File: src/sv/ipa_pkg.sv
package ipa_pkg;

    localparam int ID_W      = 16;
    localparam int STAT_W    = 3;
    localparam int CFG_IDX_W = 1;

    localparam logic [ID_W-1:0] NONE_ID     = 16'hFFFF;
    localparam logic [ID_W-1:0] START_RESET = 16'h0000;
    localparam logic [ID_W-1:0] END_RESET   = 16'h0100;

    localparam logic CMD_GRAB   = 1'b0;
    localparam logic CMD_RETURN = 1'b1;

    localparam logic [CFG_IDX_W-1:0] REG_START = 1'b0;
    localparam logic [CFG_IDX_W-1:0] REG_END   = 1'b1;

    localparam logic [STAT_W-1:0] ST_OK          = 3'd0;
    localparam logic [STAT_W-1:0] ST_EXHAUSTED   = 3'd1;
    localparam logic [STAT_W-1:0] ST_BELOW_START = 3'd2;
    localparam logic [STAT_W-1:0] ST_NOT_ISSUED  = 3'd3;
    localparam logic [STAT_W-1:0] ST_FULL        = 3'd4;

    typedef struct packed {
        logic [ID_W-1:0] lo;
        logic [ID_W-1:0] hi;
    } range_t;

    typedef struct packed {
        logic            clear;
        logic [ID_W-1:0] fresh_init;
    } clear_t;

    typedef struct packed {
        logic              ok;
        logic [ID_W-1:0]   id;
        logic [STAT_W-1:0] status;
    } result_t;

endpackage

File: src/sv/id_pool_allocator.sv
// Identifier pool: hands out ids from [range_start, range_end) and takes them back.
// Command channel: a beat is taken at a rising edge with start high and busy low.
// busy stays low, so one command (grab or return) can be issued every cycle.
// command 0 grabs an id: the oldest returned id first, else the next fresh id.
// command 1 returns return_id: the last fresh id rewinds the counter, other ids
// are queued in a FREE_DEPTH-entry free list held in a block RAM.
// Result: done pulses for one cycle with ok, granted_id and status; the command
// beat passes the input register, then the result register. There is no
// backpressure on results; each one is valid only while done is high.
// Throughput is one command per cycle; the free-list RAM is read ahead at the
// next head address so a pop never waits on the registered read.
// Config: cfg_we with cfg_index 0 writes range_start, 1 writes range_end.
// Either write rewinds the fresh counter to range_start and empties the free
// list. Write only while no command is in flight.
// Reset: range_start 0, range_end 256, fresh counter 0, free list empty.
module id_pool_allocator #(
    parameter int FREE_DEPTH = 64
) (
    input  logic                            clk,
    input  logic                            rst_n,
    input  logic                            start,
    output logic                            busy,
    input  logic                            command,
    input  logic [ipa_pkg::ID_W-1:0]        return_id,
    input  logic                            cfg_we,
    input  logic [ipa_pkg::CFG_IDX_W-1:0]   cfg_index,
    input  logic [ipa_pkg::ID_W-1:0]        cfg_data,
    output logic                            done,
    output logic                            ok,
    output logic [ipa_pkg::ID_W-1:0]        granted_id,
    output logic [ipa_pkg::STAT_W-1:0]      status
);

    import ipa_pkg::*;

    range_t          range_reg, range_next;
    clear_t          clr;
    logic            in_valid_reg;
    logic            in_command_reg;
    logic [ID_W-1:0] in_id_reg;
    logic            res_valid;
    result_t         res;

    assign busy = 1'b0;

    always_comb
    begin
        range_next     = range_reg;
        clr.clear      = cfg_we;
        clr.fresh_init = range_reg.lo;
        if (cfg_we)
        begin
            unique case (cfg_index)
                REG_START:
                begin
                    range_next.lo  = cfg_data;
                    clr.fresh_init = cfg_data;
                end
                REG_END:
                begin
                    range_next.hi = cfg_data;
                end
                default:
                begin
                    range_next = range_reg;
                end
            endcase
        end
    end

    always_ff @(posedge clk or negedge rst_n)
    begin
        if (!rst_n)
        begin
            range_reg    <= '{lo: START_RESET, hi: END_RESET};
            in_valid_reg <= 1'b0;
        end
        else
        begin
            range_reg    <= range_next;
            in_valid_reg <= start && !busy;
        end
    end

    always_ff @(posedge clk)
    begin
        in_command_reg <= command;
        in_id_reg      <= return_id;
    end

    ipa_pool #(
        .FREE_DEPTH (FREE_DEPTH)
    ) u_pool (
        .clk        (clk),
        .rst_n      (rst_n),
        .range      (range_reg),
        .clr        (clr),
        .in_valid   (in_valid_reg),
        .in_command (in_command_reg),
        .in_id      (in_id_reg),
        .res_valid  (res_valid),
        .res        (res)
    );

    assign done       = res_valid;
    assign ok         = res.ok;
    assign granted_id = res.id;
    assign status     = res.status;

endmodule

File: src/sv/ipa_ram.sv
module ipa_ram #(
    parameter int WIDTH = 16,
    parameter int DEPTH = 64
) (
    input  logic                     clk,
    input  logic                     we,
    input  logic [$clog2(DEPTH)-1:0] waddr,
    input  logic [WIDTH-1:0]         wdata,
    input  logic [$clog2(DEPTH)-1:0] raddr,
    output logic [WIDTH-1:0]         rdata
);

    logic [WIDTH-1:0] mem [DEPTH];
    logic [WIDTH-1:0] rdata_reg;

    // read during write at the same address returns the old word
    always_ff @(posedge clk)
    begin
        if (we)
        begin
            mem[waddr] <= wdata;
        end
        rdata_reg <= mem[raddr];
    end

    assign rdata = rdata_reg;

endmodule

File: src/sv/ipa_pool.sv
module ipa_pool #(
    parameter int FREE_DEPTH = 64
) (
    input  logic                          clk,
    input  logic                          rst_n,
    input  ipa_pkg::range_t               range,
    input  ipa_pkg::clear_t               clr,
    input  logic                          in_valid,
    input  logic                          in_command,
    input  logic [ipa_pkg::ID_W-1:0]      in_id,
    output logic                          res_valid,
    output ipa_pkg::result_t              res
);

    import ipa_pkg::*;

    localparam int PTR_W = $clog2(FREE_DEPTH);
    localparam int CNT_W = $clog2(FREE_DEPTH + 1);

    logic [ID_W-1:0]  fresh_reg, fresh_next;
    logic [PTR_W-1:0] head_reg, head_next;
    logic [PTR_W-1:0] tail_reg, tail_next;
    logic [CNT_W-1:0] count_reg, count_next;
    logic             byp_valid_reg, byp_valid_next;
    logic [ID_W-1:0]  byp_data_reg;
    logic             res_valid_reg;
    result_t          res_reg, res_next;

    logic             push;
    logic [ID_W-1:0]  ram_q;
    logic [ID_W-1:0]  head_data;
    logic [ID_W-1:0]  fresh_dec;
    logic             range_bad;

    assign range_bad = (range.lo >= range.hi);
    assign fresh_dec = fresh_reg - ID_W'(1);
    // the registered RAM read returns the old word when a push writes the head slot
    assign head_data = byp_valid_reg ? byp_data_reg : ram_q;

    always_comb
    begin
        fresh_next = fresh_reg;
        head_next  = head_reg;
        tail_next  = tail_reg;
        count_next = count_reg;
        push       = 1'b0;
        res_next   = '{ok: 1'b0, id: NONE_ID, status: ST_OK};

        if (clr.clear)
        begin
            fresh_next = clr.fresh_init;
            head_next  = '0;
            tail_next  = '0;
            count_next = '0;
        end
        else if (in_valid)
        begin
            if (range_bad)
            begin
                res_next.status = ST_FULL;
            end
            else if (in_command == CMD_GRAB)
            begin
                if (count_reg != '0)
                begin
                    res_next.ok = 1'b1;
                    res_next.id = head_data;
                    head_next   = (head_reg == PTR_W'(FREE_DEPTH - 1)) ? '0
                                                                       : head_reg + PTR_W'(1);
                    count_next  = count_reg - CNT_W'(1);
                end
                else if (fresh_reg < range.hi)
                begin
                    res_next.ok = 1'b1;
                    res_next.id = fresh_reg;
                    fresh_next  = fresh_reg + ID_W'(1);
                end
                else
                begin
                    res_next.status = ST_EXHAUSTED;
                end
            end
            else
            begin
                if (in_id < range.lo)
                begin
                    res_next.status = ST_BELOW_START;
                end
                else if (fresh_reg == range.lo)
                begin
                    res_next.status = ST_NOT_ISSUED;
                end
                else if (in_id == fresh_dec)
                begin
                    res_next.ok = 1'b1;
                    fresh_next  = fresh_dec;
                end
                else if (count_reg == CNT_W'(FREE_DEPTH))
                begin
                    res_next.status = ST_FULL;
                end
                else
                begin
                    res_next.ok = 1'b1;
                    push        = 1'b1;
                    tail_next   = (tail_reg == PTR_W'(FREE_DEPTH - 1)) ? '0
                                                                       : tail_reg + PTR_W'(1);
                    count_next  = count_reg + CNT_W'(1);
                end
            end
        end

        byp_valid_next = push && (tail_reg == head_next);
    end

    ipa_ram #(
        .WIDTH (ID_W),
        .DEPTH (FREE_DEPTH)
    ) u_free_ram (
        .clk   (clk),
        .we    (push),
        .waddr (tail_reg),
        .wdata (in_id),
        .raddr (head_next),
        .rdata (ram_q)
    );

    always_ff @(posedge clk or negedge rst_n)
    begin
        if (!rst_n)
        begin
            fresh_reg     <= START_RESET;
            head_reg      <= '0;
            tail_reg      <= '0;
            count_reg     <= '0;
            byp_valid_reg <= 1'b0;
            res_valid_reg <= 1'b0;
        end
        else
        begin
            fresh_reg     <= fresh_next;
            head_reg      <= head_next;
            tail_reg      <= tail_next;
            count_reg     <= count_next;
            byp_valid_reg <= byp_valid_next;
            res_valid_reg <= in_valid && !clr.clear;
        end
    end

    always_ff @(posedge clk)
    begin
        byp_data_reg <= in_id;
        res_reg      <= res_next;
    end

    assign res_valid = res_valid_reg;
    assign res       = res_reg;

endmodule
File: config.mk
export PLATFORM = sky130hd
export DESIGN_NAME = id_pool_allocator
export DESIGN_NICKNAME = d
export VERILOG_FILES = /design/src/sv/ipa_pkg.sv /design/src/sv/id_pool_allocator.sv /design/src/sv/ipa_ram.sv /design/src/sv/ipa_pool.sv
export SDC_FILE = /design/constraint.sdc
export NUM_CORES = 2
export LEC_CHECK = 0
export BUFFER_PORTS_ARGS = -buffer_cell sky130_fd_sc_hd__buf_2
export CAP_MARGIN = 20
export CELL_PAD_IN_SITES_DETAIL_PLACEMENT = 0
export CELL_PAD_IN_SITES_GLOBAL_PLACEMENT = 1
export CORE_UTILIZATION = 53
export DETAILED_ROUTE_END_ITERATION = 10
export PLACE_DENSITY = 0.9
export RECOVER_POWER = 100
export SYNTH_ARGS = -nofsm -noshare
export SYNTH_HDL_FRONTEND = slang
export SYNTH_SLANG_ARGS = --single-unit
File: constraint.sdc
create_clock -name clk -period 6.41 [get_ports clk]
set_input_delay 0.641 -clock clk [delete_from_list [all_inputs] [get_ports clk]]
set_output_delay 0.641 -clock clk [all_outputs]
set_load 0.1 [all_outputs]
Word level (Yosys, flattened, before mapping). Memories as Yosys holds them, arrays and structs flattened. A register that Yosys moved wholly into a read port is not among the register bits. Cells that the tools add are included.

Bits in registers: 123. RAM bits: 1024. Bits of input ports: 38. Output and inout port bits: 22. Memories: 1.

Add/sub/neg operators: 6. Magnitude comparators: 3. Equal/unequal tests: 17. Mux-type cells: 59. Bitwise logic cells: 1. Reductions and logical operators: 15.

Memory list: u_pool.u_free_ram.mem (depth 64, bits a word 16, read ports 1, clocked after memory_dff 1, wr ports 1, RTL line ipa_ram.sv:13) `logic [WIDTH-1:0] mem [DEPTH];`.

Operator list (count): two-way mux 16 bit (11); two-way mux 6 bit (15); two-way mux 7 bit (9); two-way mux 17 bit (2); == test 16 bit (2); < comparator 16 bit (2); two-way mux 3 bit (7); AND reduction 7 bit (3); adder 16 x 1 -> 16 bit, second input constant (1); >= comparator 16 bit (1); subtractor 16 x 1 -> 16 bit, second input constant (1); two-way mux 1 bit (15); != test 3 bit, second input constant (5); adder 6 x 1 -> 6 bit, second input constant (2); == test 6 bit, second input constant (2); != test 2 bit, second input constant (5); adder 7 x 1 -> 7 bit, second input constant (1); == test 7 bit, second input constant (1); nonzero test 7 bit (1); subtractor 7 x 1 -> 7 bit, second input constant (1); == test 6 bit (1); nonzero test 3 bit (2); nonzero test 2 bit (2); OR reduction 4 bit (1); other kinds (7) (8).

Longest topological paths before layout.
Word-level depth: 11. Depth in mapped cells: 17.

Modules after synthesis. A second synthesis with hierarchy kept.

Cell total of the unflattened synthesis: 2612. Area total of the unflattened synthesis: 47525.6 um^2.

By module, submodules not included: ipa_ram (times used 1, cells an instance 1829, area an instance 40075.9 um^2); ipa_pool (times used 1, cells an instance 694, area an instance 5815.6 um^2); id_pool_allocator (times used 1, cells an instance 89, area an instance 1634.1 um^2).

Worst setup path before layout. Ideal clock, no wire load.

Kind: reg-to-reg. Start: register u_pool.fresh_reg[0]. End: memory u_pool.u_free_ram.mem[59][0], enable pin. Library setup time: 0.389 ns. Data arrival time: 4.050 ns. Slack: 1.972 ns. Stages on the path, launching flop included: 15. Path buffers: 2. Period minus slack after synthesis: 4.438 ns. Cell sequence: dfrtp_1 > clkbuf_1 > inv_1 > ha_1 > or4b_1 > buf_2 > a2111oi_0 > nor4_1 > a211oi_1 > a2111o_1 > and2b_1 > nand3_2 > nor3_1 > nand3_1 > nor2_1.

Cells in the longest elaborated chain, start to end: 11.

RTL lines: from (decl) (RTL line ipa_pool.sv:20) `logic [ID_W-1:0] fresh_reg, fresh_next;`; from (signal assigned) (RTL line ipa_pool.sv:141) `fresh_reg <= fresh_next;`; subtractor 16 x 1 -> 16 bit (RTL line ipa_pool.sv:36) `assign fresh_dec = fresh_reg - ID_W'(1);`; == test 16 bit (RTL line ipa_pool.sv:93) `else if (in_id == fresh_dec)`; two-way mux 1 bit (RTL line ipa_pool.sv:93); two-way mux 1 bit * (RTL line ipa_pool.sv:89) `else if (fresh_reg == range.lo)`; two-way mux 1 bit * (RTL line ipa_pool.sv:85) `if (in_id < range.lo)`; two-way mux 1 bit * (RTL line ipa_pool.sv:62) `else if (in_command == CMD_GRAB)`; two-way mux 1 bit * (RTL line ipa_pool.sv:58) `if (range_bad)`; two-way mux 1 bit * (RTL line ipa_pool.sv:56) `else if (in_valid)`; two-way mux 1 bit * (RTL line ipa_pool.sv:49) `if (clr.clear)`; two-way mux 1 bit * (RTL line ipa_ram.sv:19) `if (we)`; two-way mux 1 bit (not written as such) * (RTL line ipa_ram.sv:21) `mem[waddr] <= wdata;`; to (decl) (RTL line ipa_ram.sv:13).

Every way passes the cells marked *; elsewhere a longest branch is shown, timed or not.

Worst setup path in the final report.
Start: register range_reg[8] (netlist name). End: register u_pool.u_free_ram.rdata_reg[15], in the netlist u_pool.u_free_ram.rdata[15] (read register of u_pool.u_free_ram.mem).

Cells in the longest elaborated chain, start to end: 4.

RTL lines: from (decl) (RTL line id_pool_allocator.sv:36) `range_t range_reg, range_next;`; from (signal assigned) (RTL line id_pool_allocator.sv:75) `range_reg <= '{lo: START_RESET, hi: END_RESET};`; from (signal assigned) (RTL line id_pool_allocator.sv:80) `range_reg <= range_next;`; >= comparator 16 bit (RTL line ipa_pool.sv:35) `assign range_bad = (range.lo >= range.hi);`; two-way mux 6 bit (RTL line ipa_pool.sv:58); two-way mux 6 bit (RTL line ipa_pool.sv:56); two-way mux 6 bit (RTL line ipa_pool.sv:49); to (decl) (RTL line ipa_ram.sv:14) `logic [WIDTH-1:0] rdata_reg;`.

Every way passes these cells. A chain may end at the register's enable or synchronous reset.

==> results.sh <==
export IMPL_status="complete, but fails checks"
export IMPL_violations="DRC, capacitance limit, slew limit"
export IMPL_synth_avg_cell_area_um2=13.95
export IMPL_io_pins=60
export IMPL_ir_drop_mv=0.2563
export IMPL_vias_per_cell=6.219
export IMPL_seq_area_frac_synth_pct=71.46
export IMPL_ys_top_cells_by_area="edfxtp_1 (65%), nand2_1 (5.6%), dfrtp_1 (3.6%), nand3_1 (3.1%), mux4_2 (2.9%)"
export IMPL_clockBufferDepth=3
export IMPL_clock_fmax_mhz=168.6
export IMPL_grt_util_all_layers_pct=27.19
export IMPL_dieWidth_um=301.1
export IMPL_antenna_found_initial=5
export IMPL_cts_sinks=1163
export IMPL_syn_to_final_growth_pct=11.59
export IMPL_dieArea_mm2=0.09066
export IMPL_htreeDepth=3
export IMPL_largest_register_ffs=1024
export IMPL_firstDrtPassIters=9
export IMPL_clk_latency_ns=0.70
export IMPL_drtIter0Drc=4405
export IMPL_worst_setup_path_start_kind="flip-flop"
export IMPL_place_gp_congestion=0.8845
export IMPL_grt_first_pass_wirelength_um=181800
export IMPL_crit_fanout=150
export IMPL_cts_hold_buf=0
export IMPL_vias=29670
export IMPL_wire_per_inst_um=25.82
export IMPL_skew_ns=0.06481
export IMPL_fin_setup_tns_ns=0
export IMPL_ant_nets=0
export IMPL_synth_nets=3492
export IMPL_clkTransAtPathRegs_ns=0.06
export IMPL_finalPower_mw=16.89
export IMPL_relSlewSlack_pct=-175.9
export IMPL_switching_power_mw=4.242
export IMPL_ys_warn_count=0
export IMPL_grt_max_degree=151
export IMPL_overflow=0
export IMPL_max_cap_violations=18
export IMPL_p_leak_nw=18.24
export IMPL_critPathKind="flip-flop to flip-flop"
export IMPL_hold_viol_final=0
export IMPL_period_share_pct=92.55
export IMPL_syn_inst=3398
export IMPL_drcViolationCount=28
export IMPL_powerDensity_mw_per_mm2=319.2
export IMPL_rsz0062_at_grt="false"
export IMPL_cellInternalPower_mw=12.65
export IMPL_worst_slew_pin_slew_ns=4.138
export IMPL_die_h_um=301.1
export IMPL_cts_repair_resized=0
export IMPL_fin_crit_ns=5.933
export IMPL_dp_cells=4563
export IMPL_numPortBuffers=58
export IMPL_drive_gt1_share_pct=13.15
export IMPL_seqPwrFrac_pct=50.4
export IMPL_start_util_pct=53.57
export IMPL_setup_viol=0
export IMPL_report_final_slew_viol_count=864
export IMPL_async_reset_ff_share_pct=6.019
export IMPL_coreArea_mm2=0.08851
export IMPL_p_sw_share_pct=25.11
export IMPL_netlist_area_leader_share_pct=64.85
export IMPL_hpwl_um=74000
export IMPL_cts_tree="built"
export IMPL_arrival_ns=6.57
export IMPL_min_delay_path_class="input port to flip-flop"
export IMPL_cts_root_buf="clkbuf_16"
export IMPL_drt_total_wl_um=123200
export IMPL_numCtsBuffers=110
export IMPL_synth_area_leader_cell="edfxtp_1"
export IMPL_netlist_top_cells_count="edfxtp_1 (1,024), nand2_1 (708), nand3_1 (291)"
export IMPL_synth_edf_count=1024
export IMPL_grt_pass1_vias=28680
export IMPL_clkPwrFrac_pct=38.3
export IMPL_std_cell_rows=109
export IMPL_synth_most_common_cell="edfxtp_1"
export IMPL_cts_post_setup_buffers_inserted=0
export IMPL_ys_types=81
export IMPL_worstPathRequired_ns=7.04
export IMPL_ys_seq_elements=1163
export IMPL_fin_cells=4771
export IMPL_critPathCaptureType="flip-flop"
export IMPL_synthFlopType="edfxtp_1"
export IMPL_synthesis_area_mm2=0.04742
export IMPL_fin_nets=3606
export IMPL_p_comb_share_pct=11.3
export IMPL_fillers=6518
path summary, 6_finish.rpt:
path	from	end	slack (ns)	cells after the start
max in group asynchronous	rst_n	range_reg[25]	2.65	1
worst min register to register	range_reg[1]	range_reg[1]	0.51	1
worst max-delay path	range_reg[8]	u_pool.u_free_ram.rdata[15]	0.48	14
worst min-delay path	return_id[4]	in_id_reg[4]	0.04	1
min in group asynchronous	rst_n	u_pool.fresh_reg[3]	1.41	1
worst max register to register	range_reg[8]	u_pool.u_free_ram.rdata[15]	0.48	14
power groups by stage:
stage | Sequential (mW) | Clock [mW] | Combinational, mW
after floorplan | 8.69 | 0 | 1.32
after global placement | 8.66 | 0 | 1.87
after detailed placement | 8.66 | 0 | 1.89
after CTS | 8.50 | 6.52 | 1.90
after global routing | 8.53 | 6.81 | 2.07
final | 8.52 | 6.47 | 1.91
per-layer routing:
layer / wire (um) / GRT usage (%) / share of wire, % / up-vias
met5: 0 / 0 / 0 / -
li1: - / - / - / 12990
met2: 57690 / 42.80 / 47 / 1722
met4: 4739 / 10.82 / 3.8 / 0
met3: 12110 / 4.099 / 9.8 / 247
met1: 48680 / 38.32 / 40 / 14710
placed cells by master (no fill, tap or decap), types with 62 or more instances in the layout:
cell type / count
buf_4: 70
a31oi_1: 74
nand3_1: 291
edfxtp_1: 1024
dfxtp_1: 69
clkbuf_16: 111
nor2_1: 122
clkbuf_1: 73
dfrtp_1: 69
mux4_2: 62
mux2i_1: 94
nand2_1: 709
a32oi_1: 71
critical path, cell delays in order, from the launching register on:
cell and delay (ns):
dfstp_2 0.53, inv_1 0.06, ha_1 0.28, nand4_1 0.16, nor4_1 0.37, a32oi_1 0.17, clkbuf_1 0.30, and2_0 0.35
a21oi_2 0.86, buf_12 0.55, mux2i_1 0.19, a32oi_1 0.27, a31oi_1 0.25, nor4_1 1.03, and3_1 0.26
layout make-up:
type	instances	area, um^2	share of cell area (%)
diodes	2	5.005	0.009459
clock buffers	134	2884	5.451
clock inverters	70	709.4	1.341
inverters	48	188.9	0.3571
multi-input cells	1982	12500	23.63
flip-flops and latches	1163	33880	64.04
well taps	1165	1458	2.755
repair buffers	207	1281	2.421
cell families (layout without fill, tap and decap cells):
| logic type | count (synthesis) | in the layout | synth area share (%) |
|---|---|---|---|
| compound gates | 350 | 350 | 5.270 |
| xor+xnor | 61 | 61 | 1.156 |
| fa+ha+maj | 56 | 56 | 1.494 |
| buf+inv | 253 | 459 | 2.304 |
| flops | 1163 | 1163 | 71.46 |
| mux | 203 | 203 | 6.045 |
| other cells | 1 | 3 | 0.007909 |
| simple gates | 1311 | 1311 | 12.26 |
through the flow:
| step | instance area (um^2) | hold WS (ns) | util (%) | setup WS [ns] |
|---|---|---|---|---|
| 5_1_grt | 52910 | 0.02844 | 59.77 | 0.3870 |
| 4_1_cts | 53160 | 0.01126 | 60.06 | 1.108 |
| 6_report | 52910 | 0.04284 | 59.78 | 0.4773 |
| 3_3_place_gp | 49540 | 0.4887 | 55.97 | 1.005 |
| 3_5_place_dp | 49570 | 0.4936 | 56.00 | 1.085 |
| 2_1_floorplan | 47420 | 0.3454 | - | 1.972 |
Power figures use the tool's default switching activity.
